==> src/sv/g2hfe_pkg.sv <==
// shared types and constants for the grib2 header field extractor
// used by every module of the block; depends on nothing
`timescale 1ns / 1ps

package g2hfe_pkg;

  localparam int IndicatorBytes  = 16;
  localparam int SecHdrBytes     = 5;
  localparam int PosWidth        = 32;
  localparam int SkipWidth       = 10;
  localparam int PaddrWidth      = 3;
  localparam int ApbDataWidth    = 32;
  localparam int QueueDepthDflt  = 2;

  // register index, taken from paddr word bit
  localparam logic RegIdxHeaderSkip = 1'b0;

  localparam logic [7:0] SecIdentification = 8'd1;
  localparam logic [7:0] SecProduct        = 8'd4;
  localparam logic [7:0] EditionTwo        = 8'd2;

  typedef enum logic [2:0] {
    ST_OK         = 3'd0,
    ST_NOT_ED2    = 3'd1,
    ST_NO_MARKER  = 3'd2,
    ST_TRUNCATED  = 3'd3,
    ST_BAD_LENGTH = 3'd4
  } status_e;

  typedef enum logic [4:0] {
    SLOT_NONE,
    SLOT_EDITION,
    SLOT_CENTER_HI,
    SLOT_CENTER_LO,
    SLOT_SUBC_HI,
    SLOT_SUBC_LO,
    SLOT_YEAR_HI,
    SLOT_YEAR_LO,
    SLOT_MONTH,
    SLOT_DAY,
    SLOT_HOUR,
    SLOT_MINUTE,
    SLOT_MODEL,
    SLOT_TIME_UNIT,
    SLOT_FT_B3,
    SLOT_FT_B2,
    SLOT_FT_B1,
    SLOT_FT_B0
  } slot_e;

  typedef struct packed {
    logic [7:0] data_byte;
    logic       end_of_stream;
  } in_item_t;

  typedef struct packed {
    logic [7:0]  edition;
    logic [15:0] center;
    logic [15:0] subcenter;
    logic [7:0]  model;
    logic [15:0] year;
    logic [7:0]  month;
    logic [7:0]  day;
    logic [7:0]  hour;
    logic [7:0]  minute;
    logic [7:0]  time_unit;
    logic [31:0] forecast_time;
    logic [2:0]  status;
  } out_item_t;

  typedef struct packed {
    logic [7:0]  edition;
    logic [15:0] center;
    logic [15:0] subcenter;
    logic [7:0]  model;
    logic [15:0] year;
    logic [7:0]  month;
    logic [7:0]  day;
    logic [7:0]  hour;
    logic [7:0]  minute;
    logic [7:0]  time_unit;
    logic [31:0] forecast_time;
  } capture_t;

  // one classified byte handed from front to back
  typedef struct packed {
    logic [7:0] data;
    slot_e      slot;
    logic       emit;
    status_e    status;
    logic       clear;
  } op_t;

endpackage

==> src/sv/g2hfe_front.sv <==
// front end: accepts stream bytes, runs the section walk and classifies each byte
// into a capture slot and record command; uses g2hfe_pkg
`timescale 1ns / 1ps

module g2hfe_front (
  input  logic                                clk_i,
  input  logic                                rst_ni,
  input  logic [g2hfe_pkg::SkipWidth-1:0]     skip_i,
  input  logic                                in_valid_i,
  output logic                                in_stall_o,
  input  g2hfe_pkg::in_item_t                 in_data_i,
  input  logic                                q_full_i,
  output logic                                push_o,
  output g2hfe_pkg::op_t                      op_o
);

  localparam int PosW = g2hfe_pkg::PosWidth;

  typedef enum logic [2:0] {
    PH_SKIP,
    PH_INDIC,
    PH_SECHDR,
    PH_SECBODY,
    PH_DISCARD
  } phase_e;

  phase_e            phase_q, phase_d;
  logic [PosW-1:0]   pos_q, pos_d;
  logic [PosW-1:0]   len_q, len_d;
  logic [7:0]        num_q, num_d;
  logic              mbad_q, mbad_d;
  logic              ed2_q, ed2_d;
  logic              accept;

  assign in_stall_o = q_full_i;
  assign accept     = in_valid_i && !q_full_i;
  assign push_o     = accept;

  function automatic logic [7:0] marker_byte(input logic [1:0] idx);
    logic [7:0] m;
    case (idx)
      2'd0:    m = 8'h47;
      2'd1:    m = 8'h52;
      2'd2:    m = 8'h49;
      default: m = 8'h42;
    endcase
    return m;
  endfunction

  function automatic g2hfe_pkg::slot_e body_slot(input logic [7:0] num,
                                                 input logic [PosW-1:0] pos);
    g2hfe_pkg::slot_e s;
    s = g2hfe_pkg::SLOT_NONE;
    if (pos[PosW-1:5] == '0) begin
      if (num == g2hfe_pkg::SecIdentification) begin
        case (pos[4:0])
          5'd5:    s = g2hfe_pkg::SLOT_CENTER_HI;
          5'd6:    s = g2hfe_pkg::SLOT_CENTER_LO;
          5'd7:    s = g2hfe_pkg::SLOT_SUBC_HI;
          5'd8:    s = g2hfe_pkg::SLOT_SUBC_LO;
          5'd12:   s = g2hfe_pkg::SLOT_YEAR_HI;
          5'd13:   s = g2hfe_pkg::SLOT_YEAR_LO;
          5'd14:   s = g2hfe_pkg::SLOT_MONTH;
          5'd15:   s = g2hfe_pkg::SLOT_DAY;
          5'd16:   s = g2hfe_pkg::SLOT_HOUR;
          5'd17:   s = g2hfe_pkg::SLOT_MINUTE;
          default: s = g2hfe_pkg::SLOT_NONE;
        endcase
      end else if (num == g2hfe_pkg::SecProduct) begin
        case (pos[4:0])
          5'd13:   s = g2hfe_pkg::SLOT_MODEL;
          5'd17:   s = g2hfe_pkg::SLOT_TIME_UNIT;
          5'd18:   s = g2hfe_pkg::SLOT_FT_B3;
          5'd19:   s = g2hfe_pkg::SLOT_FT_B2;
          5'd20:   s = g2hfe_pkg::SLOT_FT_B1;
          5'd21:   s = g2hfe_pkg::SLOT_FT_B0;
          default: s = g2hfe_pkg::SLOT_NONE;
        endcase
      end
    end
    return s;
  endfunction

  always_comb begin
    logic [7:0] b;
    logic       sec_end;
    b       = in_data_i.data_byte;
    sec_end = 1'b0;
    phase_d = phase_q;
    pos_d   = pos_q;
    len_d   = len_q;
    num_d   = num_q;
    mbad_d  = mbad_q;
    ed2_d   = ed2_q;
    op_o.data   = b;
    op_o.slot   = g2hfe_pkg::SLOT_NONE;
    op_o.emit   = 1'b0;
    op_o.status = g2hfe_pkg::ST_OK;
    op_o.clear  = 1'b0;

    if (phase_d == PH_SKIP) begin
      if (pos_d >= PosW'(skip_i)) begin
        phase_d = PH_INDIC;
        pos_d   = '0;
      end else begin
        pos_d = pos_d + 1'b1;
      end
    end

    case (phase_d)
      PH_INDIC: begin
        if (pos_d < PosW'(4)) begin
          if (b != marker_byte(pos_d[1:0])) mbad_d = 1'b1;
        end else if (pos_d == PosW'(7)) begin
          op_o.slot = g2hfe_pkg::SLOT_EDITION;
          ed2_d     = (b == g2hfe_pkg::EditionTwo);
        end
        if (pos_d >= PosW'(g2hfe_pkg::IndicatorBytes - 1)) begin
          if (mbad_d) begin
            op_o.emit   = 1'b1;
            op_o.status = g2hfe_pkg::ST_NO_MARKER;
            phase_d     = PH_DISCARD;
          end else if (!ed2_d) begin
            op_o.emit   = 1'b1;
            op_o.status = g2hfe_pkg::ST_NOT_ED2;
            phase_d     = PH_DISCARD;
          end else begin
            phase_d = PH_SECHDR;
            pos_d   = '0;
          end
        end else begin
          pos_d = pos_d + 1'b1;
        end
      end
      PH_SECHDR: begin
        if (pos_d < PosW'(4)) begin
          len_d = {((pos_d == '0) ? 24'd0 : len_d[PosW-9:0]), b};
          pos_d = pos_d + 1'b1;
        end else begin
          num_d = b;
          if (len_d < PosW'(g2hfe_pkg::SecHdrBytes)) begin
            op_o.emit   = 1'b1;
            op_o.status = g2hfe_pkg::ST_BAD_LENGTH;
            phase_d     = PH_DISCARD;
          end else if (len_d == PosW'(g2hfe_pkg::SecHdrBytes)) begin
            sec_end = 1'b1;
          end else begin
            phase_d = PH_SECBODY;
            pos_d   = PosW'(g2hfe_pkg::SecHdrBytes);
          end
        end
      end
      PH_SECBODY: begin
        op_o.slot = body_slot(num_d, pos_d);
        if (pos_d >= len_d - 1'b1) sec_end = 1'b1;
        else pos_d = pos_d + 1'b1;
      end
      default: ;
    endcase

    if (sec_end) begin
      if (num_d == g2hfe_pkg::SecProduct) begin
        op_o.emit   = 1'b1;
        op_o.status = g2hfe_pkg::ST_OK;
        phase_d     = PH_DISCARD;
      end else begin
        phase_d = PH_SECHDR;
        pos_d   = '0;
      end
    end

    // end of stream closes the message, truncated unless a record already went out
    if (in_data_i.end_of_stream) begin
      if (!op_o.emit && phase_d != PH_DISCARD) begin
        op_o.emit   = 1'b1;
        op_o.status = g2hfe_pkg::ST_TRUNCATED;
      end
      op_o.clear = 1'b1;
      phase_d    = PH_SKIP;
      pos_d      = '0;
      len_d      = '0;
      num_d      = '0;
      mbad_d     = 1'b0;
      ed2_d      = 1'b0;
    end
  end

  always_ff @(posedge clk_i or negedge rst_ni) begin
    if (!rst_ni) begin
      phase_q <= PH_SKIP;
      pos_q   <= '0;
      len_q   <= '0;
      num_q   <= '0;
      mbad_q  <= 1'b0;
      ed2_q   <= 1'b0;
    end else if (accept) begin
      phase_q <= phase_d;
      pos_q   <= pos_d;
      len_q   <= len_d;
      num_q   <= num_d;
      mbad_q  <= mbad_d;
      ed2_q   <= ed2_d;
    end
  end

endmodule

==> src/sv/g2hfe_queue.sv <==
// small fifo of classified bytes between the front and back ends
// uses g2hfe_pkg for the entry type
`timescale 1ns / 1ps

module g2hfe_queue #(
  parameter int Depth = g2hfe_pkg::QueueDepthDflt
) (
  input  logic             clk_i,
  input  logic             rst_ni,
  input  logic             push_i,
  input  g2hfe_pkg::op_t   push_data_i,
  input  logic             pop_i,
  output g2hfe_pkg::op_t   head_o,
  output logic             full_o,
  output logic             empty_o
);

  localparam int PtrW = (Depth > 1) ? $clog2(Depth) : 1;
  localparam int CntW = $clog2(Depth + 1);

  g2hfe_pkg::op_t  mem_q [Depth];
  logic [PtrW-1:0] wr_ptr_q, rd_ptr_q;
  logic [CntW-1:0] count_q;
  logic            do_push, do_pop;

  assign full_o  = (count_q == CntW'(Depth));
  assign empty_o = (count_q == '0);
  assign do_push = push_i && !full_o;
  assign do_pop  = pop_i && !empty_o;
  assign head_o  = mem_q[rd_ptr_q];

  function automatic logic [PtrW-1:0] next_ptr(input logic [PtrW-1:0] p);
    return (p == PtrW'(Depth - 1)) ? '0 : p + 1'b1;
  endfunction

  always_ff @(posedge clk_i) begin
    if (do_push) mem_q[wr_ptr_q] <= push_data_i;
  end

  always_ff @(posedge clk_i or negedge rst_ni) begin
    if (!rst_ni) begin
      wr_ptr_q <= '0;
      rd_ptr_q <= '0;
      count_q  <= '0;
    end else begin
      if (do_push) wr_ptr_q <= next_ptr(wr_ptr_q);
      if (do_pop) rd_ptr_q <= next_ptr(rd_ptr_q);
      case ({do_push, do_pop})
        2'b10:   count_q <= count_q + 1'b1;
        2'b01:   count_q <= count_q - 1'b1;
        default: count_q <= count_q;
      endcase
    end
  end

endmodule

==> src/sv/g2hfe_back.sv <==
// back end: applies captures from the queue and drives the registered record output
// uses g2hfe_pkg for entry, capture and record types
`timescale 1ns / 1ps

module g2hfe_back (
  input  logic                   clk_i,
  input  logic                   rst_ni,
  input  g2hfe_pkg::op_t         head_i,
  input  logic                   head_valid_i,
  output logic                   pop_o,
  output logic                   out_valid_o,
  input  logic                   out_stall_i,
  output g2hfe_pkg::out_item_t   out_data_o
);

  g2hfe_pkg::capture_t  cap_q, cap_next;
  g2hfe_pkg::out_item_t out_data_q;
  logic                 out_valid_q;
  logic                 out_free;

  assign out_free    = !out_valid_q || !out_stall_i;
  assign pop_o       = head_valid_i && (!head_i.emit || out_free);
  assign out_valid_o = out_valid_q;
  assign out_data_o  = out_data_q;

  always_comb begin
    cap_next = cap_q;
    case (head_i.slot)
      g2hfe_pkg::SLOT_EDITION:   cap_next.edition             = head_i.data;
      g2hfe_pkg::SLOT_CENTER_HI: cap_next.center[15:8]        = head_i.data;
      g2hfe_pkg::SLOT_CENTER_LO: cap_next.center[7:0]         = head_i.data;
      g2hfe_pkg::SLOT_SUBC_HI:   cap_next.subcenter[15:8]     = head_i.data;
      g2hfe_pkg::SLOT_SUBC_LO:   cap_next.subcenter[7:0]      = head_i.data;
      g2hfe_pkg::SLOT_YEAR_HI:   cap_next.year[15:8]          = head_i.data;
      g2hfe_pkg::SLOT_YEAR_LO:   cap_next.year[7:0]           = head_i.data;
      g2hfe_pkg::SLOT_MONTH:     cap_next.month               = head_i.data;
      g2hfe_pkg::SLOT_DAY:       cap_next.day                 = head_i.data;
      g2hfe_pkg::SLOT_HOUR:      cap_next.hour                = head_i.data;
      g2hfe_pkg::SLOT_MINUTE:    cap_next.minute              = head_i.data;
      g2hfe_pkg::SLOT_MODEL:     cap_next.model               = head_i.data;
      g2hfe_pkg::SLOT_TIME_UNIT: cap_next.time_unit           = head_i.data;
      g2hfe_pkg::SLOT_FT_B3:     cap_next.forecast_time[31:24] = head_i.data;
      g2hfe_pkg::SLOT_FT_B2:     cap_next.forecast_time[23:16] = head_i.data;
      g2hfe_pkg::SLOT_FT_B1:     cap_next.forecast_time[15:8]  = head_i.data;
      g2hfe_pkg::SLOT_FT_B0:     cap_next.forecast_time[7:0]   = head_i.data;
      default: ;
    endcase
  end

  always_ff @(posedge clk_i or negedge rst_ni) begin
    if (!rst_ni) begin
      cap_q       <= '0;
      out_valid_q <= 1'b0;
    end else begin
      // capture lands before the record is built, clear after it
      if (pop_o) cap_q <= head_i.clear ? '0 : cap_next;
      if (pop_o && head_i.emit) out_valid_q <= 1'b1;
      else if (!out_stall_i) out_valid_q <= 1'b0;
    end
  end

  always_ff @(posedge clk_i) begin
    if (pop_o && head_i.emit) begin
      out_data_q <= {cap_next, head_i.status};
    end
  end

endmodule

==> src/sv/grib2_header_field_extractor.sv <==
// Byte-stream GRIB2 header parser. One byte is taken per cycle with no gaps of its own;
// the only thing that slows input is a stalled result output, and then the byte queue
// between the front end and the record stage (QueueDepth entries) fills before
// in_stall_o rises. A record built from the byte that completes it passes through the
// queue and then the output register before it leaves on out_data_o. Each message yields
// exactly one record (ok, not edition 2, no marker, truncated or bad section length),
// and bytes after it are dropped up to end_of_stream. header_skip_bytes is written over
// the APB port at byte address 0; no clearing pass follows reset.
// top level: instantiates g2hfe_front, g2hfe_queue and g2hfe_back; uses g2hfe_pkg
`timescale 1ns / 1ps

module grib2_header_field_extractor #(
  parameter int QueueDepth = g2hfe_pkg::QueueDepthDflt
) (
  input  logic                                   clk_i,
  input  logic                                   rst_ni,
  input  logic                                   psel,
  input  logic                                   penable,
  input  logic                                   pwrite,
  input  logic [g2hfe_pkg::PaddrWidth-1:0]       paddr,
  input  logic [g2hfe_pkg::ApbDataWidth-1:0]     pwdata,
  output logic [g2hfe_pkg::ApbDataWidth-1:0]     prdata,
  output logic                                   pready,
  input  logic                                   in_valid_i,
  output logic                                   in_stall_o,
  input  g2hfe_pkg::in_item_t                    in_data_i,
  output logic                                   out_valid_o,
  input  logic                                   out_stall_i,
  output g2hfe_pkg::out_item_t                   out_data_o
);

  logic [g2hfe_pkg::SkipWidth-1:0] skip_q;
  logic                            cfg_wr;
  logic                            q_full, q_empty, push, pop;
  g2hfe_pkg::op_t                  push_op, head;

  assign pready = 1'b1;
  assign cfg_wr = psel && penable && pwrite && pready &&
                  (paddr[2] == g2hfe_pkg::RegIdxHeaderSkip);
  assign prdata = (paddr[2] == g2hfe_pkg::RegIdxHeaderSkip) ?
                  g2hfe_pkg::ApbDataWidth'(skip_q) : '0;

  always_ff @(posedge clk_i or negedge rst_ni) begin
    if (!rst_ni) begin
      skip_q <= '0;
    end else if (cfg_wr) begin
      skip_q <= pwdata[g2hfe_pkg::SkipWidth-1:0];
    end
  end

  g2hfe_front u_front (
    .clk_i      (clk_i),
    .rst_ni     (rst_ni),
    .skip_i     (skip_q),
    .in_valid_i (in_valid_i),
    .in_stall_o (in_stall_o),
    .in_data_i  (in_data_i),
    .q_full_i   (q_full),
    .push_o     (push),
    .op_o       (push_op)
  );

  g2hfe_queue #(
    .Depth (QueueDepth)
  ) u_queue (
    .clk_i       (clk_i),
    .rst_ni      (rst_ni),
    .push_i      (push),
    .push_data_i (push_op),
    .pop_i       (pop),
    .head_o      (head),
    .full_o      (q_full),
    .empty_o     (q_empty)
  );

  g2hfe_back u_back (
    .clk_i        (clk_i),
    .rst_ni       (rst_ni),
    .head_i       (head),
    .head_valid_i (!q_empty),
    .pop_o        (pop),
    .out_valid_o  (out_valid_o),
    .out_stall_i  (out_stall_i),
    .out_data_o   (out_data_o)
  );

`ifndef SYNTH
  a_queue_sane: assert property (@(posedge clk_i) disable iff (!rst_ni)
    !(q_full && q_empty))
    else $error("queue reports full and empty at once");

  a_pop_nonempty: assert property (@(posedge clk_i) disable iff (!rst_ni)
    pop |-> !q_empty)
    else $error("back end popped an empty queue");

  a_no_overwrite: assert property (@(posedge clk_i) disable iff (!rst_ni)
    (pop && head.emit) |-> (!out_valid_o || !out_stall_i))
    else $error("record issued while output holds a stalled item");

  a_push_room: assert property (@(posedge clk_i) disable iff (!rst_ni)
    push |-> !q_full)
    else $error("front end pushed into a full queue");
`endif

endmodule

==> config.mk <==
export PLATFORM = sky130hd
export DESIGN_NAME = grib2_header_field_extractor
export DESIGN_NICKNAME = d
export VERILOG_FILES = /design/src/sv/g2hfe_pkg.sv /design/src/sv/g2hfe_front.sv /design/src/sv/g2hfe_queue.sv /design/src/sv/g2hfe_back.sv /design/src/sv/grib2_header_field_extractor.sv
export SDC_FILE = /design/constraint.sdc
export NUM_CORES = 1
export LEC_CHECK = 0
export BUFFER_PORTS_ARGS = -buffer_cell sky130_fd_sc_hd__buf_2
export CORE_UTILIZATION = 59
export CTS_CLUSTER_SIZE = 16
export DETAILED_ROUTE_END_ITERATION = 10
export PLACE_DENSITY = 0.88
export SYNTH_ARGS = -nofsm -noshare
export SYNTH_HDL_FRONTEND = slang
export SYNTH_SLANG_ARGS = --single-unit
==> constraint.sdc <==
create_clock -name clk_i -period 10.7 [get_ports clk_i]
set_input_delay 0 -clock clk_i [delete_from_list [all_inputs] [get_ports clk_i]]
set_output_delay 0 -clock clk_i [all_outputs]
set_load 0.05 [all_outputs]
==> results of run 1 <==
## worst max-delay path, cell delays in order, from the launching register on
cell and delay, ns:
dfrtp_1 0.52, ha_1 0.36, and3_1 0.15, o21ai_0 0.11, a2111oi_0 0.99, a21o_1 0.14, buf_4 0.38, nor2_1 0.19
ha_1 0.34, a21oi_1 0.07, o21ai_0 0.18, a221oi_1 0.16, a211o_1 0.30, o211ai_1 0.51, nand3_1 0.15, a32oi_1 0.36
nand2b_1 0.84, a2111oi_0 0.17, a211o_1 0.33
## power groups by stage
stage | logic [uW] | clock network [uW] | registers (uW)
floorplan | 1230 | 0 | 3320
global placement | 2840 | 0 | 2360
detailed placement | 2910 | 0 | 2380
CTS | 2950 | 1550 | 2360
global route | 3140 | 1610 | 2400
finish | 2980 | 1550 | 2370
## stage by stage
stage	hold slack (ns)	utilization	worst slack (ns)
after floorplan	-0.296	-	2.46
after global placement	0.0797	0.632	4.69
after detailed placement	0.0689	0.632	4.58
after CTS	0.0897	0.680	4.54
after global routing	0.0995	0.681	3.92
final	0.0325	0.681	4.29
## cell families (layout without fill, tap and decap cells)
kind of cell / count (synthesis) / count (layout) / synth area share
AOI/OAI and AO/OA: 439 / 439 / 0.141
xor gates and xnor gates: 71 / 71 / 0.0302
adders and majority gates: 51 / 51 / 0.0310
buffers and inverters: 188 / 343 / 0.0403
DFF: 403 / 403 / 0.532
muxes: 27 / 27 / 0.0140
other: 2 / 24 / 0.000365
and+or+nand+nor: 922 / 922 / 0.211
## timing repair
item,in CTS,in global routing
endpoints found under the setup margin,0,0
endpoints found under the hold margin,148,0
hold buffers,21,0
## metal layers
metal / track usage / vias to the layer above / wire length (um)
li1: - / 7745 / -
met1: 0.416 / 8619 / 22000
met2: 0.534 / 1071 / 28200
met3: 0.0436 / 184 / 5020
met4: 0.147 / 0 / 2480
met5: 0 / - / 0
## worst paths after layout
kind,startpoint,endpoint,cells past startpoint
setup / recovery,u_front.pos_q[2]$_DFFE_PN0P_,u_front.pos_q[20]$_DFFE_PN0P_,18
hold / removal,rst_ni,u_back.cap_q[88]$_DFFE_PN0P_,2
setup reg to reg,u_front.pos_q[2]$_DFFE_PN0P_,u_front.pos_q[20]$_DFFE_PN0P_,18
hold reg to reg,u_back.cap_q[19]$_DFFE_PN0P_,u_back.cap_q[19]$_DFFE_PN0P_,1
max in group asynchronous,rst_ni,u_back.cap_q[22]$_DFFE_PN0P_,4
min in group clk_i,pwrite,skip_q[2]$_DFFE_PN0P_,3
## sequential cells by signal, summed over array words and instances (netlist names), 3 cells and up
register           flops
u_front.pos_q         32
skip_q                10
u_front.len_q         32
u_front.num_q          8
u_front.phase_q        3
u_back.out_data_o    139
u_back.cap_q         136
u_queue.mem_q         36
## layout make-up
type / count / area [um2] / share of cell area
Inverter: 38 / 143 / 0.00608
Timing Repair Buffer: 229 / 1340 / 0.0571
Clock buffer: 56 / 1180 / 0.0505
Tap cell: 455 / 569 / 0.0243
Sequential cell: 403 / 11000 / 0.467
Antenna cell: 1 / 2.50 / 0.000107
Clock inverter: 20 / 292 / 0.0124
Multi-Input combinational cell: 1533 / 8960 / 0.382
## cells in the mapped netlist (7+ instances only)
cell type / count
a21o_1: 53
dfrtp_1: 228
o31ai_1: 9
nor2b_1: 47
and3_1: 13
edfxtp_1: 175
nand4_1: 23
mux2_2: 14
o22ai_1: 7
inv_1: 37
mux2i_1: 13
nor2_1: 149
and2_1: 11
o21ai_0: 139
a22o_1: 41
or4_1: 9
nor3_1: 45
clkbuf_1: 105
xnor2_1: 49
a211o_1: 10
nand2_1: 393
a21oi_1: 80
nand2b_1: 18
and4_1: 10
buf_1: 11
a211oi_1: 12
xor2_1: 22
or3_1: 13
ha_1: 51
nor4_1: 24
o211ai_1: 10
nand3_1: 131
buf_4: 25
==> metrics list, run 1 <==
- Of all nets on the critical path, the largest fanout is 36.
- Setup repair after global routing missed its margin: no
- Once detail routing completed, the nets flagged for antenna violations numbered 0.
* Floorplan die area: roughly 36000 um2
* Port buffer count: between 150 and 200
* Synthesis-stage register bit count: between 400 and 500
- Maximum number of pins on one net before global-route repair: ~100
* Layout filler cell count: between 2000 and 2500
* Maximum operating frequency: roughly 0.16 GHz
* Die width: approximately 190 um
- Sum of negative setup slack: 0 ns
- In this run the deepest clock path goes through 3 buffers.
- Routed via count: approximately 18000
- In the post-synthesis netlist, the biggest area contributors are dfrtp_1 28%, edfxtp_1 26%, nand2_1 7.2%, o21ai_0 3.4%, nand3_1 3.2%.
- Resize count post-CTS: 0
- Maximum Capacitance Violations: 0
- Library cell with the largest summed area after synthesis: dfrtp_1
* Via count normalized by instance count: 6.44
- Clock sink total: 403
- Clock power share: 0.224
- Via count of the first global-routing pass: 16917
- Once placement completed, the tool counted placed cells totaling 2637.
- The first global-routing pass estimated between 90000 and 100000 um of wire.
- For this run the aggregate overflow at the end of global routing stands at 0.
- Worst Setup Start Kind: flop
- Relative slew margins: 0.146
* Post-route clock period utilization: 0.599
* Height of the die: 189 um
* Core Region: 34500 um2
- Net switching fraction of the power: 0.456
- Insertion delay to the later sink of the worst-skew pair: around 0.55 ns
- Detailed-placement wirelength estimate: 37000 um
- Commonest non-fill, non-tap cell in the layout: nand2_1
- The clock tree synthesis step divided the H-tree into 2 levels.
- Sequential area share after synthesis: 0.532
- By startpoint and endpoint, the worst setup path is classified as reg2reg.
- Number of buffers inserted during clock tree synthesis: between 40 and 50
* Final setup violation count: 0
- Worst min-delay path category: in2async
- Number of synthesized flops with an enable pin: 175
- After synthesis the cells add up to about 21000 um2.
* Fraction of synthesis flops using an asynchronous set or reset pin: 0.566
- After detailed placement, the total cell area comes to ~22000 um2.
* Power density cells: 294 nW/um2
* Clock slew seen by the registers of the worst setup and hold paths: ~0.060 ns
- For the finished layout, the period the worst path requires is between 6 and 7 ns.
* Share of layout cells above drive strength 1: 0.141
- The analysis attributes to cell leakage a power of around 0.011 uW.
- Actual transition at the worst max-transition pin: ~1.3 ns
- For this design the top-level I/O count stands at around 230.
- The number of setup buffers added after CTS is 0.
- STA puts the critical path data required time at approximately 11 ns.
- First-iteration detailed-routing DRC count: approximately 2300
- The count of cells in the finished layout, fillers not included, comes to between 2000 and 3000.
* Share of Yosys cell area claimed by the top area cell type: 0.277
- The final layout contains 2348 nets.
* Detailed-route wire length per cell: about 21 um
* WP data arrival: 6.82 ns
* Drt total wl: slightly below 60000 um
- The clock arrives with between 0.02 and 0.025 ns of skew.
* Primary flip-flop cell chosen by synthesis mapping: dfrtp_1
- The initial utilization of the core area, before any placement, comes to 0.598.
- The number of antenna violations at the first check in global routing is 1.
* Top library cells by usage in the layout, fill and taps aside: 393 x nand2_1, 228 x dfrtp_1, 176 x buf_2
- Number of warnings issued by yosys: 0
- TritonCTS built the clock tree.
* Max IR drop VDD: between 0.3 and 0.4 mV
* Share of power burned in combinational logic: 0.432
- The flow ran to the end, and the final reports show no timing, DRC or antenna violations.
- First-pass DRT Iterations: 6
- After floorplanning, the core was divided into about 70 placement rows.
- Syn Area/Cell: between 9 and 10 um2
- Number of cells produced by synthesis: ~2100
- Root cell of the clock tree: clkbuf_16
* Internal power: about 3700 uW
- The design draws 6890 uW.
* Placer's final routability congestion estimate: between 0.9 and 1
- In the routed design, unresolved DRC markers number 0.
- Cell variety after synth: 85
* Number of hold-slack violations in the final timing report: 0
- Of the total power, registers draw 0.344.
- STA classifies the critical path endpoint as a flop.
- Relative to the synthesized area, the layout overhead comes to 13.9%.
- Final standard cell area without fillers: between 20000 and 25000 um2
- Switching power summed over all nets: approximately 3100 uW
* Final Max Tran Viols: 0
- Reg2reg setup slack: approximately 4.3 ns
* Global-route usage over all layers: 0.320
(Power assumes the default switching activity.)
==> inputs of run 2 (changes only) <==
- CORE_UTILIZATION: 59 -> 54
- PLACE_DENSITY: 0.88 -> 0.85
- clock period: 10.7 -> 5.19 ns (I/O delays scaled with it)
==> run 2 against run 1 <==
Clock-buffer cell count grew 6; sequential power is 100% higher; hold slack got worse by 0.027 ns; final area increased by 5.5%; largest cell class unchanged; clock skew is 0.0075 ns higher; sequential cell count unchanged; critical path type unchanged; highest routed layer unchanged; critical path depth is 1 higher; total power up 110%.
==> metrics list, run 2 (same netlist as run 1, synthesis figures left out) <==
* Outcome: complete, no violations
- The clock sink count came to 403 (unchanged).
* Critical Path Fanout Max: 8 (-78%)
- The worst setup path is of the reg2reg kind.
* Detailed-route wire length per cell: 20.7 um (-1.8%)
- Maximum operating frequency: 0.200 GHz (+28%)
* Leakage dissipation: 0.0115 uW (+6.8%)
* Global-route usage over all layers: 0.311 (-0.00923)
- Switching power summed over all nets: 6570 uW (+110%)
- Leaving out fill and tap cells, the most frequent cells in the layout are 392 x nand2_1, 228 x dfrtp_1, 177 x buf_2.
* Post-route clock period utilization: 0.965 (+0.366)
- The fraction of final layout cells sized beyond drive strength 1 came to 0.201 (+0.0595).
* Port buffer count: 177 (unchanged)
* CTS tree: yes
- Starting density of the core: 0.548 (-0.0496)
- Number of nets with antenna violations after detailed routing: 0 (unchanged)
- The total die area was 38900 um2 (+9.2%).
* Net switching fraction of the power: 0.458 (+0.00201)
- Util after Layout: 0.658 (-0.0222)
- The number of global-route vias before repair is 17543 (+3.7%).
- The count of antenna diodes in the layout came to 0 (-1).
- Power density cells: 580 nW/um2 (+97%)
- Number of buffers inserted during clock tree synthesis: 42 (+2.4%)
- The via total after detailed routing was 18096 (+2.7%).
- The accumulated negative setup slack was 0 ns (unchanged).
- Share of total power in sequential cells: 0.338 (-0.006)
- Clock period minus worst slack: 5.01 ns (-1.40 ns)
* Relative slew margins: 0.155 (+0.00914)
- The largest incremental delay on the critical path is 0.55 ns (-0.44 ns).
- CP Capture Type: flop
- First-iteration detailed-routing DRC count: 2014 (-11%)
* Via count normalized by instance count: 6.16 (-4.3%)
* Post-layout power: 14300 uW (+110%)
- The chip width was 197 um (+4.5%).
- The number of detailed-routing iterations run before antenna repair came to 6 (unchanged).
- The required time of the worst setup path was 5.63 ns (-5.48 ns).
- The total count of hold-check failures in the final report came to 0 (unchanged).
- The worst-margin pin slew is 1.27 ns (-0.0135 ns).
- Clock slew seen by the registers of the worst setup and hold paths: 0.06 ns (about the same)
- Worst min-delay path category: in2async
- The count of pins over their slew limit is 0 (unchanged).
- The area taken by multi-input logic gates came to 9140 um2 (+2.0%).
- The die height came to 197 um (+4.5%).
- Share of power burned in combinational logic: 0.450 (+0.018)
- The number of placed I/O pins came to 225 (unchanged).
* Drt total wl: 60800 um (+5.4%)
- The final non-filler cell total came to 2936 (+7.3%).
- The final RePlAce weighted congestion came to 0.972 (+7.4%).
* Area grow syn2layout: 20.1%
- Layout Skew: 0.0283 ns (+0.00749 ns)
* Worst Setup Start Kind: flop
- Max clock buf depth: 3 (unchanged)
- Standard cell with the maximum stage delay on the critical path: or4_4
- WP data arrival: 5.45 ns (-1.37 ns)
* Number of placed instances, taps included: 2833 (+7.4%)
- The first-pass GRT wire length was 94500 um (+4.5%).
- Ordered cell list for the critical path: or4_4 -> or3_4 -> nor4_4 -> nand3_2 -> buf_4 -> nor4_2 -> xnor2_1 -> ha_1 -> and4_1 -> a221oi_2 -> nand2_1 -> a21oi_1 -> o211ai_1 -> buf_4 -> buf_4 -> o21ai_1 -> buf_4 -> nor3_1 -> o32ai_1
- The core area was 37600 um2 (+9.1%).
* Internal power: 7770 uW (+110%)
* Number of core rows: 71 (+4.4%)
- The number of design rule violations left after detail routing is 0 (unchanged).
- The latest clock arrival within the worst-skew pair came to 0.59 ns (+0.04 ns).
- The count of nets after finishing is 2493 (+6.2%).
- The flip-flop count of the largest register, all copies and words added is 139 (unchanged).
- The number of filler instances in the final layout came to 2789 (+14%).
- Final setup violation count: 0 (unchanged)
- Commonest non-fill, non-tap cell in the layout: nand2_1
- The number of antenna violations at the first check in global routing is 0 (-1).
* Critical Path Most Common Cell: buf_4
* Grt total ovfl: 0 (unchanged)
- The portion of total power attributed to the clock network came to 0.211 (-0.013).
* Root cell of the clock tree: clkbuf_16
- Maximum Capacitance Violations: 0 (unchanged)
- Maximum number of pins on one net before global-route repair: 150 (+49%)
- Depth of the CTS H-tree: 2 (unchanged)
* Max IR drop VDD: 0.386 mV (+23%)
* Storage element area: 11000 um2 (unchanged)
- Detailed-placement wirelength estimate: 40800 um (+10%)
run 2: cell types whose count changed in the layout (fill, tap and decap cells not counted), moves of 4 or more:
| cell | change |
|---|---|
| nor4_1 | -6 |
| clkbuf_1 | +10 |
| buf_12 | +5 |
| o21ai_1 | +4 |
| buf_4 | +135 |
| nor4_2 | +4 |
| clkbuf_8 | -6 |
| o21ai_0 | -4 |
run 2: timing repair:
item | 4_1_cts | 5_1_grt
hold buffers | 21 | 0
setup buffers | 1 | 2
gates cloned | 0 | 1
resized for setup | 1 | 40
pin swaps | 1 | 13
endpoints found under the hold margin | 128 | 0
endpoints found under the setup margin | 28 | 39
run 2: power by group through the flow:
stage               registers, uW  clock network, uW  logic [uW]
floorplan                    6760                  0        2550
global placement             4850                  0        6120
detailed placement           4880                  0        6280
CTS                          4840               3050        6340
global route                 4920               3180        6840
finish                       4850               3030        6460
run 2: through the flow:
| step | instance area [um2] | hold slack, ns | worst slack [ns] |
|---|---|---|---|
| after global routing | 24700 | 0.0650 | -0.0619 |
| after detailed placement | 23000 | 0.0408 | -0.0686 |
| final | 24700 | 0.00591 | 0.183 |
| after CTS | 24500 | 0.0449 | 0.0404 |
| after global placement | 23000 | 0.0293 | -0.0367 |
| after floorplan | 20700 | -0.296 | 0.0829 |
run 2: path summary, 6_finish.rpt:
path | slack [ns] | to | depth (start not counted) | startpoint
worst max-delay path | 0.18 | u_front.pos_q[0]$_DFFE_PN0P_ | 19 | u_front.len_q[11]$_DFFE_PN0P_
worst min-delay path | 0.006 | u_back.cap_q[86]$_DFFE_PN0P_ | 2 | rst_ni
worst max register to register | 0.18 | u_front.pos_q[0]$_DFFE_PN0P_ | 19 | u_front.len_q[11]$_DFFE_PN0P_
worst min register to register | 0.48 | u_back.cap_q[122]$_DFFE_PN0P_ | 2 | u_back.cap_q[122]$_DFFE_PN0P_
max in group asynchronous | 3.92 | u_front.len_q[13]$_DFFE_PN0P_ | 3 | rst_ni
min in group clk_i | 0.15 | u_queue.wr_ptr_q$_DFFE_PN0P_ | 3 | in_valid_i
run 2: metal layers:
| layer | up-vias | share of wire | global-route usage |
|---|---|---|---|
| li1 | 8031 | - | - |
| met5 | - | 0 | 0 |
| met1 | 8785 | 0.39 | 0.392 |
| met4 | 0 | 0.050 | 0.166 |
| met3 | 238 | 0.080 | 0.0480 |
| met2 | 1042 | 0.48 | 0.516 |
run 2: cell type report:
type,count,area share
Clock buffer,62,0.0480
Clock inverter,16,0.00708
Inverter,38,0.00577
Multi-Input combinational cell,1533,0.370
Sequential cell,403,0.443
Tap cell,511,0.0258
Timing Repair Buffer,373,0.101
run 2: worst max-delay path, delay by kind of cell, from the launching register on:
kind                       cells  cell delay (ns)
xor gates and xnor gates       1             0.19
adders and majority gates      1             0.28
DFF                            1             0.38
buffers and inverters          4             0.78
and+or+nand+nor                8             2.00
AOI/OAI and AO/OA              5             1.26
==> inputs of run 3 (changes only) <==
- PLACE_DENSITY: 0.85 -> 0.89
==> run 3 against run 2 <==
Routed wire length increased by 1.4%; global-route usage increased by 0.17 points; setup slack got worse by 0.16 ns; combinational power about the same; hold slack improved by 0.048 ns; register-to-register slack got worse by 0.16 ns; total power decreased by 1.1%; critical endpoint is now u_front.pos_q[10]$_DFFE_PN0P_; highest routed layer unchanged.
==> metrics list, run 3 (same netlist as run 1, synthesis figures left out) <==
- The flow ran to the end, and the final reports show no timing, DRC or antenna violations.
- Starting density of the core: 0.548 (unchanged)
- The cell leakage power is 0.0116 uW (+0.43%).
* Ordered cell list for the critical path: or4_4 -> or3_4 -> nor4_4 -> buf_4 -> nand3_4 -> buf_6 -> nor4_4 -> xnor2_1 -> ha_1 -> and4_4 -> a221oi_2 -> a211o_1 -> o211ai_1 -> nand3_1 -> a32oi_2 -> buf_4 -> nor3_4 -> and2_4 -> buf_6 -> a32o_1 -> a31o_2
- Wire length of the first global-routing pass: 94800 um (+0.24%)
- Clock period minus worst slack: 5.17 ns (+0.158 ns)
- Data required time of the worst path: 5.65 ns (+0.02 ns)
- The startpoint identified for the worst register-to-register timing path is u_front.len_q[11]$_DFFE_PN0P_.
* Placer's final routability congestion estimate: 0.976 (+0.42%)
- The core area is 37600 um2 (unchanged).
* Clock slew seen by the registers of the worst setup and hold paths: 0.06 ns (about the same)
- Via count of the first global-routing pass: 17703 (+0.91%)
- TritonCTS built the clock tree.
- Grt total ovfl: 0 (unchanged)
- Setup repair after global routing missed its margin: yes
- The cell sitting at the root of the clock tree is a clkbuf_16.
- The pin count of the biggest net entering global routing was 140 (-6.7%).
- From synthesis to final layout, the design area changed by 20.5%.
* Number of ports placed on the die boundary: 225 (unchanged)
- Max IR drop VDD: 0.482 mV (+25%)
* Nets: 2505 (+0.48%)
* Detailed-placement wirelength estimate: 41000 um (+0.49%)
- The die height was 197 um (unchanged).
- The worst-margin pin slew was 1.28 ns (+0.00874 ns).
- Insertion delay to the later sink of the worst-skew pair: 0.57 ns (-0.02 ns)
* Final setup violation count: 0 (unchanged)
- The total clock buffers created by CTS was 41 (-2.4%).
* Worst min-delay path category: in2async
* Die width: 197 um (unchanged)
- First-iteration detailed-routing DRC count: 1936 (-3.9%)
- The fraction of final layout cells sized beyond drive strength 1 is 0.211 (+0.00985).
- CP Capture Type: flop
* Maximum Capacitance Violations: 0 (unchanged)
- Routed via count: 18270 (+0.96%)
* Worst Setup Start Kind: flop
- The mean routed wirelength per cell was 20.9 um (+1.0%).
* Class of the most critical setup path: reg2reg
- The power density over the cells came to 572 nW/um2 (-1.4%).
* DRC violation count after routing: 0 (unchanged)
- The number of vias per cell is 6.20 (+0.58%).
- The maximum count of clock buffers along a single path came to 3 (unchanged).
- The total count of hold-check failures in the final report came to 0 (unchanged).
- The critical-path maximum fanout is 5 (-3).
- The worst-case reg-to-reg path depth is 21 (+2).
- The portion of the clock cycle consumed by the worst path in the final layout was 0.995 (+0.0305).
- The worst register-to-register path ends at u_front.pos_q[10]$_DFFE_PN0P_.
* Final Max Tran Viols: 0 (unchanged)
- The area taken by flip-flops and latches is 11000 um2 (unchanged).
* Number of core rows: 71 (unchanged)
- Highest cell delay on the worst timing path: 0.54 ns (about the same)
* Antenna violations before repair: 1 (+1)
* Number of placed instances, taps included: 2839 (+0.21%)
* WP data arrival: 5.62 ns (+0.17 ns)
- The worst slack at placement came to 0.0195 ns (+0.0881 ns).
- The slack of the worst reg-to-reg path came to 0.02 ns (-0.16 ns).
- Clock sink total: 403 (unchanged)
- The final critical-path setup slack came to 0.0245 ns (-0.158 ns).
* Port buffer count: 177 (unchanged)
- The largest individual stage delay along the critical path comes from the cell or4_4.
- The area taken by multi-input logic gates came to 9230 um2 (+1.0%).
- Depth of the CTS H-tree: 2 (unchanged)
- Flip-flop count of the largest register, all copies and words added: 139 (unchanged)
- Commonest non-fill, non-tap cell in the layout: nand2_1
* Final cell count without fillers: 2947 (+0.37%)
- Floorplan die area: 38900 um2 (unchanged)
- The worst slew margin relative to its limit is 0.149 (-0.00582).
- First-pass DRT Iterations: 8 (+2)
- The remaining antenna violation count after routing is 0 (unchanged).
- Drt total wl: 61700 um (+1.4%)
- Layout filler cell count: 2739 (-1.8%)
* Global-route usage over all layers: 0.312 (+0.00166)
* Layout Skew: 0.0216 ns (-0.00665 ns)
* Maximum operating frequency: 0.194 GHz (-3.1%)
- Top library cells by usage in the layout, fill and taps aside: 391 x nand2_1, 228 x dfrtp_1, 182 x buf_4
run 3: worst max-delay path: cells and delay by family (launching register included):
| kind | cells | cell delay, ns |
|---|---|---|
| adder cells (fa/ha/maj) | 1 | 0.31 |
| AND/OR/NAND/NOR | 9 | 1.99 |
| flip-flops | 1 | 0.38 |
| XOR/XNOR | 1 | 0.12 |
| AO/OA/AOI/OAI | 6 | 1.60 |
| buffers and inverters | 4 | 0.65 |
run 3: what timing repair did:
item / 4_1_cts / 5_1_grt
pin swaps: 1 / 21
buffers inserted: 1 / 10
setup endpoints to repair: 3 / 40
hold endpoints to repair: 146 / 0
resized for setup: 2 / 66
hold buffers: 21 / 0
run 3: through the flow:
step / instance area, um2 / setup TNS, ns / utilization / total power, uW / hold slack (ns)
final: 24800 / 0 / 0.660 / 14200 / 0.0536
after global routing: 24800 / -1.91 / 0.660 / 14700 / 0.142
after CTS: 24500 / 0 / 0.651 / 14000 / 0.0855
after detailed placement: 23000 / 0 / 0.611 / 11100 / 0.0780
after global placement: 23000 / 0 / 0.611 / 10900 / 0.0794
after floorplan: 20700 / 0 / - / 9310 / -0.296
run 3: area by class of cell:
cell class	count	share of cell area
sequential	403	0.442
inverter	38	0.00575
tap	511	0.0258
timing repair buffer	386	0.103
clock buffer	66	0.0488
clock inverter	9	0.00242
multi-input combinational	1533	0.372
antenna	1	0.000101
run 3: how the worst max path moves through the flow:
stage                     cells after the start                      startpoint  slack [ns]                       endpoint
final                                        21   u_front.len_q[11]$_DFFE_PN0P_        0.02  u_front.pos_q[10]$_DFFE_PN0P_
after global routing                         22   u_front.len_q[11]$_DFFE_PN0P_       -0.17  u_front.pos_q[10]$_DFFE_PN0P_
after CTS                                    21   u_front.len_q[11]$_DFFE_PN0P_        0.02  u_front.pos_q[10]$_DFFE_PN0P_
after detailed placement                     21   u_front.len_q[11]$_DFFE_PN0P_        0.02  u_front.pos_q[10]$_DFFE_PN0P_
after global placement                       22   u_front.pos_q[29]$_DFFE_PN0P_        0.05  u_front.pos_q[27]$_DFFE_PN0P_
after floorplan                              21  u_front.phase_q[1]$_DFFE_PN0P_        0.08  u_front.pos_q[23]$_DFFE_PN0P_
run 3: power breakdown:
group	leakage, uW	switching [uW]	internal [uW]
logic	0.00613	4920	1570
clock network	0.000616	1240	1600
registers	0.00486	394	4460
total	0.0116	6550	7640
run 3: layer usage:
layer	vias to the layer above	wire length, um	GRT usage
li1	8066	-	-
met1	8841	23100	0.399
met2	1136	30100	0.516
met3	227	5680	0.0540
met4	0	2840	0.151
met5	-	0	0
